`config.mk`:
```
export PLATFORM = sky130hd
export DESIGN_NAME = dual_ring_fifo_with_peek
export DESIGN_NICKNAME = d
export VERILOG_FILES = /design/src/rtl/core/dfp_pkg.sv /design/src/rtl/core/dfp_ram.sv /design/src/rtl/core/dfp_ring.sv /design/src/rtl/core/dual_ring_fifo_with_peek.sv
export SDC_FILE = /design/constraint.sdc
export NUM_CORES = 1
export LEC_CHECK = 0
export BUFFER_PORTS_ARGS = -buffer_cell sky130_fd_sc_hd__clkbuf_2
export CORE_MARGIN = 3
export CORE_UTILIZATION = 50
export CTS_BUF_LIST = sky130_fd_sc_hd__clkbuf_8
export DETAILED_ROUTE_END_ITERATION = 6
export PLACE_DENSITY = 0.73
export SLEW_MARGIN = 10
export SYNTH_ARGS = -nofsm -noshare
export SYNTH_HDL_FRONTEND = slang
export SYNTH_SLANG_ARGS = --single-unit
```
`constraint.sdc`:
```
create_clock -name clk -period 4 [get_ports clk]
set_input_delay 0.2 -clock clk [delete_from_list [all_inputs] [get_ports clk]]
set_output_delay 0.2 -clock clk [all_outputs]
set_load 0.01 [all_outputs]
```
`src/rtl/core/dfp_pkg.sv`:
```
package dfp_pkg;

    localparam int BYTE_W   = 8;
    localparam int OFFSET_W = 6;

    // Operation codes carried on the opcode port.
    typedef enum logic [1:0] {
        OP_PUSH  = 2'd0,
        OP_POP   = 2'd1,
        OP_PEEK  = 2'd2,
        OP_FLUSH = 2'd3
    } op_t;

    // Buffer select codes.
    localparam logic SEL_RX = 1'b0;
    localparam logic SEL_TX = 1'b1;

    // Request to one ring; at most one bit is set in any cycle.
    typedef struct packed {
        logic push;
        logic pop;
        logic peek;
        logic flush;
    } ring_req_t;

    // Occupancy status of one ring, valid in the cycle of the request.
    typedef struct packed {
        logic full;
        logic empty;
    } ring_stat_t;

endpackage

```
`src/rtl/core/dfp_ram.sv`:
```
module dfp_ram #(
    parameter int WIDTH = 8,
    parameter int DEPTH = 64,
    localparam int AW = (DEPTH > 1) ? $clog2(DEPTH) : 1
) (
    input  logic             clk,
    input  logic             we,
    input  logic [AW-1:0]    waddr,
    input  logic [WIDTH-1:0] wdata,
    input  logic             re,
    input  logic [AW-1:0]    raddr,
    output logic [WIDTH-1:0] rdata
);

    logic [WIDTH-1:0] mem_reg [DEPTH];
    logic [WIDTH-1:0] rdata_reg;

    always_ff @(posedge clk)
    begin
        if (we)
        begin
            mem_reg[waddr] <= wdata;
        end
        if (re)
        begin
            rdata_reg <= mem_reg[raddr];
        end
    end

    assign rdata = rdata_reg;

endmodule

```
`src/rtl/core/dfp_ring.sv`:
```
module dfp_ring #(
    parameter int DEPTH = 64
) (
    input  logic                         clk,
    input  logic                         rst_n,
    input  dfp_pkg::ring_req_t           req,
    input  logic [dfp_pkg::BYTE_W-1:0]   push_byte,
    input  logic [dfp_pkg::OFFSET_W-1:0] peek_offset,
    output dfp_pkg::ring_stat_t          stat,
    output logic [dfp_pkg::BYTE_W-1:0]   rd_data
);

    import dfp_pkg::*;

    localparam int AW = $clog2(DEPTH);
    localparam int SW = (AW > OFFSET_W) ? AW : OFFSET_W;

    logic [AW-1:0]     rd_reg;
    logic [AW-1:0]     rd_next;
    logic [AW-1:0]     wr_reg;
    logic [AW-1:0]     wr_next;
    logic [AW-1:0]     wr_inc;
    logic [DEPTH-1:0]  valid_reg;
    logic [DEPTH-1:0]  valid_next;
    logic              hit_reg;
    logic [SW-1:0]     peek_sum;
    logic [AW-1:0]     raddr;
    logic              push_do;
    logic              pop_do;
    logic              rd_en;
    logic [BYTE_W-1:0] ram_q;

    // The depth is a power of two, so wrapping is simply dropping the carry.
    assign wr_inc     = wr_reg + AW'(1);
    assign stat.full  = (wr_inc == rd_reg);
    assign stat.empty = (rd_reg == wr_reg);

    assign push_do = req.push && !stat.full;
    assign pop_do  = req.pop && !stat.empty;
    assign rd_en   = pop_do || req.peek;

    assign peek_sum = SW'(rd_reg) + SW'(peek_offset);
    assign raddr    = req.pop ? rd_reg : peek_sum[AW-1:0];

    always_comb
    begin
        rd_next    = rd_reg;
        wr_next    = wr_reg;
        valid_next = valid_reg;
        if (req.flush)
        begin
            rd_next = '0;
            wr_next = '0;
        end
        else
        begin
            if (push_do)
            begin
                wr_next            = wr_inc;
                valid_next[wr_reg] = 1'b1;
            end
            if (pop_do)
            begin
                rd_next = rd_reg + AW'(1);
            end
        end
    end

    always_ff @(posedge clk or negedge rst_n)
    begin
        if (!rst_n)
        begin
            rd_reg    <= '0;
            wr_reg    <= '0;
            valid_reg <= '0;
            hit_reg   <= 1'b0;
        end
        else
        begin
            rd_reg    <= rd_next;
            wr_reg    <= wr_next;
            valid_reg <= valid_next;
            if (rd_en)
            begin
                hit_reg <= valid_reg[raddr];
            end
        end
    end

    dfp_ram #(
        .WIDTH (BYTE_W),
        .DEPTH (DEPTH)
    ) u_ram (
        .clk   (clk),
        .we    (push_do),
        .waddr (wr_reg),
        .wdata (push_byte),
        .re    (rd_en),
        .raddr (raddr),
        .rdata (ram_q)
    );

    // A slot never written since reset reads as zero.
    assign rd_data = hit_reg ? ram_q : '0;

endmodule

```
`src/rtl/core/dual_ring_fifo_with_peek.sv`:
```
// Channel   Direction  Transfer condition     Signals
// command   in         start && !busy         opcode, buffer_select, push_byte, peek_offset
// result    out        done (one cycle only)  ok, read_byte
//
// Each command gives exactly one result, with done high in the cycle after the transfer.
// A new command may be transferred in every cycle; the result delay is set by the
// registered read port of the storage memory that a pop or a peek reads.
// Reset clears the pointers and the per-slot written flags, so never-written slots read as
// zero at once; no clearing pass is needed and busy is never raised.
// The receiver cannot stall: a result is presented for exactly one cycle and then dropped.
module dual_ring_fifo_with_peek #(
    parameter int DEPTH = 64
) (
    input  logic                         clk,
    input  logic                         rst_n,
    input  logic                         start,
    output logic                         busy,
    input  logic [1:0]                   opcode,
    input  logic                         buffer_select,
    input  logic [dfp_pkg::BYTE_W-1:0]   push_byte,
    input  logic [dfp_pkg::OFFSET_W-1:0] peek_offset,
    output logic                         done,
    output logic                         ok,
    output logic [dfp_pkg::BYTE_W-1:0]   read_byte
);

    import dfp_pkg::*;

    op_t         op;
    logic        accept;
    ring_req_t   rx_req;
    ring_req_t   tx_req;
    ring_stat_t  rx_stat;
    ring_stat_t  tx_stat;
    ring_stat_t  sel_stat;
    logic [BYTE_W-1:0] rx_data;
    logic [BYTE_W-1:0] tx_data;

    logic        done_reg;
    logic        ok_reg;
    logic        ok_next;
    logic        data_reg;
    logic        data_next;
    logic        sel_reg;

    // No command ever has to wait for an earlier one, so the block never holds off a
    // transfer. Back-to-back accesses to the same slot are safe because a write lands in
    // memory at the edge that ends its cycle, before any later read is issued.
    assign busy   = 1'b0;
    assign accept = start && !busy;
    assign op     = op_t'(opcode);

    // Steer the command to the chosen ring. Flush always applies to the receive ring.
    always_comb
    begin
        rx_req       = '0;
        tx_req       = '0;
        rx_req.flush = accept && (op == OP_FLUSH);
        if (buffer_select == SEL_TX)
        begin
            tx_req.push = accept && (op == OP_PUSH);
            tx_req.pop  = accept && (op == OP_POP);
            tx_req.peek = accept && (op == OP_PEEK);
        end
        else
        begin
            rx_req.push = accept && (op == OP_PUSH);
            rx_req.pop  = accept && (op == OP_POP);
            rx_req.peek = accept && (op == OP_PEEK);
        end
    end

    assign sel_stat = (buffer_select == SEL_TX) ? tx_stat : rx_stat;

    // Success flag and whether the result carries a byte from memory.
    always_comb
    begin
        ok_next   = 1'b1;
        data_next = 1'b0;
        unique case (op)
            OP_PUSH:
            begin
                ok_next = !sel_stat.full;
            end
            OP_POP:
            begin
                ok_next   = !sel_stat.empty;
                data_next = !sel_stat.empty;
            end
            OP_PEEK:
            begin
                data_next = 1'b1;
            end
            OP_FLUSH:
            begin
                ok_next = 1'b1;
            end
            default:
            begin
                ok_next = 1'b1;
            end
        endcase
    end

    always_ff @(posedge clk or negedge rst_n)
    begin
        if (!rst_n)
        begin
            done_reg <= 1'b0;
            ok_reg   <= 1'b0;
            data_reg <= 1'b0;
            sel_reg  <= 1'b0;
        end
        else
        begin
            done_reg <= accept;
            if (accept)
            begin
                ok_reg   <= ok_next;
                data_reg <= data_next;
                sel_reg  <= buffer_select;
            end
        end
    end

    dfp_ring #(
        .DEPTH (DEPTH)
    ) u_rx (
        .clk         (clk),
        .rst_n       (rst_n),
        .req         (rx_req),
        .push_byte   (push_byte),
        .peek_offset (peek_offset),
        .stat        (rx_stat),
        .rd_data     (rx_data)
    );

    dfp_ring #(
        .DEPTH (DEPTH)
    ) u_tx (
        .clk         (clk),
        .rst_n       (rst_n),
        .req         (tx_req),
        .push_byte   (push_byte),
        .peek_offset (peek_offset),
        .stat        (tx_stat),
        .rd_data     (tx_data)
    );

    // The memory data arrives in the result cycle and is selected by the buffer latched
    // at the transfer; pushes, flushes and failed pops show zero.
    assign done      = done_reg;
    assign ok        = ok_reg;
    assign read_byte = data_reg ? (sel_reg ? tx_data : rx_data) : '0;

endmodule

```
==> key figures <==
Synthesis
  • Most numerous cell in the Yosys netlist: edfxtp_1
  • Post-synth top area share: 0.626
  • Cells after synthesis: 3877
  • Synth Flop Type: edfxtp_1
  • Post-synth cell types: 89
  • Yosys reg bits: 1198
  • Register area share after synthesis: 0.705
  • Syn Area/Cell: 12.9 sq um
  • Post-Syn Area: 49900 sq um
  • Syn. warnings: 0
  • Post-synth top area cell: edfxtp_1
  • Ys async rst share: 0.132
  • Top post-synthesis cells by count: edfxtp_1 (1040), nand2_1 (914), nand3_1 (369)
  • Top cells by area, synth: edfxtp_1 (63%), dfrtp_1 (7.9%), nand2_1 (6.9%)
  • EDFF count, synth: 1040
  • Syn Nets: 3917

Route
  • Routed wire length: 131000 um
  • Initial DRC count: 4368
  • Avg Vias per Cell: 6.08
  • Number of routed nets with antenna violations: 0
  • DR DRC count: 0
  • Drt wl/cell: 23.7 um
  • DR vias: 33495
  • Pre-antenna DRT Iters: 6

Timing
  • Min cycle time layout: 3.76 ns
  • Max Fclk: 266 MHz
  • Max Slew Vio Count: 0
  • Final Cycle Share: 0.940
  • Slew headroom: 0.256
  • Endpoints failing setup: 0
  • Setup TNS: 0 ns
  • Worst Clk Skew: 0.0348 ns
  • Worst slew pin tran: 1.11 ns
  • Setup ws final: 0.240 ns
  • Final Hold Vio Count: 0
  • RSZ-0062 raised after global routing: no

Pwr
  • Reg power frac: 0.387
  • Maximum vdd ir drop: 388 uV
  • Switching power of the nets: 0.0135 W
  • Clock network power share: 0.259
  • PD cells: 644 nW/um^2
  • Static Leak: 20.7 nW
  • Sw frac: 0.374
  • P_int: 0.0227 W
  • Comb power frac: 0.354
  • Total power: 0.0362 W

Worst setup path
  • Crit Path Category: reg -> reg
  • Critical path launch point type: flop
  • Required @ worst endpoint: 4.71 ns
  • Crit-path cells: ha_1 -> inv_1 -> fa_1 -> xnor2_1 -> nand3b_1 -> nand2_2 -> buf_12 -> a32oi_1 -> a311oi_1 -> a41oi_1 -> nand4_1 -> o211ai_1
  • CP max stage delay: 0.53 ns
  • Worst path slowest cell: a311oi_1
  • Worst Path Arrival: 4.47 ns
  • Worst Path Buf+Inv: 2
  • Delay-heaviest family, CP: simple AND/OR/NAND/NOR gates
  • Crit. End Element: flop
  • CP Max Fanout: 22

CTS
  • TritonCTS buffer count: 183
  • CTS root buf: clkbuf_8
  • CTS H-tree depth: 4
  • CTS sink cnt: 1198
  • CTS tree: built
  • Clock Latency Late Sink: 0.85 ns
  • Clk slew on worst S/H paths: 0.06 ns
  • Longest Clk Path Bufs: 3

Layout
  • Layout cell share with drive strength beyond 1: 0.133
  • Area grow syn2layout: 12.6%
  • Fillers: 7619
  • Final Util: 0.569
  • Reg area: 35200 sq um
  • Multi-input gate area: 13500 sq um
  • Final #Nets: 4107

Global routing
  • Vias in the first global route: 32091
  • Global-route wire length before repair: 197000 um
  • Largest net degree at the start of global routing: 159
  • Initial antenna violation count: 4
  • GRT Overall Usage: 0.251
  • Remaining global-route overflow: 0

Floorplanning
  • CORE AREA: 98700 sq um
  • Die area: 104000 sq um
  • Chip Height: 322 um
  • Die width: 322 um
  • FP Rows: 115
  • Initial core utilization: 0.505
  • Ports: 31

Placement
  • Dpl ws: 0.00742 ns
  • Detailed Place HPWL: 79700 um
  • Port buffer count: 29
  • GP Congestion: 0.895

Run status
  • Status: completed

Run
  • Max-cap violations: 0

Hold path
  • Worst hold path type: in -> async
kinds of logic after synthesis:
| group | count (synthesis) | synth area share |
|---|---|---|
| other | 1 | 0.0000752 |
| DFF | 1198 | 0.705 |
| muxes | 121 | 0.0266 |
| AOI/OAI and AO/OA | 510 | 0.0765 |
| xor gates and xnor gates | 38 | 0.00710 |
| and+or+nand+nor | 1686 | 0.151 |
| buffers and inverters | 303 | 0.0282 |
| adders and majority gates | 20 | 0.00532 |
power groups by stage:
stage / Sequential [W] / Clock, W / Combinational, W
floorplan: 0.0141 / 0 / 0.00765
global placement: 0.0142 / 0 / 0.0123
detailed placement: 0.0143 / 0 / 0.0124
CTS: 0.0140 / 0.00948 / 0.0125
global route: 0.0140 / 0.0101 / 0.0136
finish: 0.0140 / 0.00936 / 0.0128
placed cells by master (no fill, tap or decap), types with 15 or more instances in the layout:
| cell | instances |
|---|---|
| ha_1 | 18 |
| a32oi_1 | 70 |
| and2_1 | 15 |
| nor2_1 | 172 |
| or2_2 | 24 |
| buf_12 | 33 |
| o21ai_0 | 34 |
| clkbuf_2 | 20 |
| edfxtp_1 | 1040 |
| a211oi_1 | 60 |
| xnor2_1 | 23 |
| a21o_1 | 43 |
| o22ai_1 | 16 |
| a31oi_1 | 33 |
| a21oi_1 | 53 |
| buf_4 | 194 |
| clkbuf_8 | 204 |
| mux2i_1 | 107 |
| a311oi_1 | 35 |
| clkinv_1 | 34 |
| nand3_1 | 369 |
| nand2_1 | 911 |
| nand4_1 | 84 |
| dlygate4sd3_1 | 16 |
| dfrtp_1 | 158 |
| o21bai_1 | 65 |
| inv_1 | 118 |
layer usage:
| metal | global-route usage | routed length, um |
|---|---|---|
| met1 | 0.356 | 52400 |
| met3 | 0.0571 | 14000 |
| met2 | 0.381 | 59600 |
| met5 | 0 | 0 |
| met4 | 0.0962 | 4520 |
final timing paths:
kind                               startpoint                  endpoint  slack, ns  cells after the start
max in group asynchronous               rst_n        u_tx.valid_reg[45]       3.20                      3
min reg2reg                u_rx.valid_reg[51]        u_rx.valid_reg[51]       0.46                      1
max reg2reg                    u_tx.rd_reg[0]              u_tx.hit_reg       0.24                     12
min in group clk                 push_byte[3]  u_rx.u_ram.mem_reg[4][3]       0.09                      1
max                            u_tx.rd_reg[0]              u_tx.hit_reg       0.24                     12
min                                     rst_n        u_rx.valid_reg[51]       0.08                      3
worst register-to-register path: stages, from the launching register on:
cell      delay, ns
dfrtp_1        0.50
ha_1           0.25
inv_1          0.07
fa_1           0.40
xnor2_1        0.48
nand3b_1       0.18
nand2_2        0.51
buf_12         0.27
a32oi_1        0.11
a311oi_1       0.53
a41oi_1        0.10
nand4_1        0.15
o211ai_1       0.10
final cells by class:
type	instances	share of cell area
flip-flops and latches	1198	0.626
clock inverters	132	0.0104
inverters	43	0.00287
repair buffers	264	0.0425
well taps	1287	0.0287
diodes	3	0.000134
clock buffers	204	0.0500
multi-input cells	2377	0.239
through the flow:
step                      instances  area [sq um]  hold slack (ns)
after floorplan                3877         49900          -0.0956
after global placement         5146         52600            0.418
after detailed placement       5146         52600            0.420
after CTS                      5498         56100           0.0523
after global routing           5507         56200            0.103
final                          5508         56200           0.0826
repair_timing:
item,CTS,global route
endpoints found under the hold margin,500,0
gates cloned,0,1
endpoints found under the setup margin,1,5
buffers inserted,0,6
hold buffers,16,0
gates resized for setup,1,1
pin swaps,0,1
Note: power is estimated with default switching activity, not from simulation.
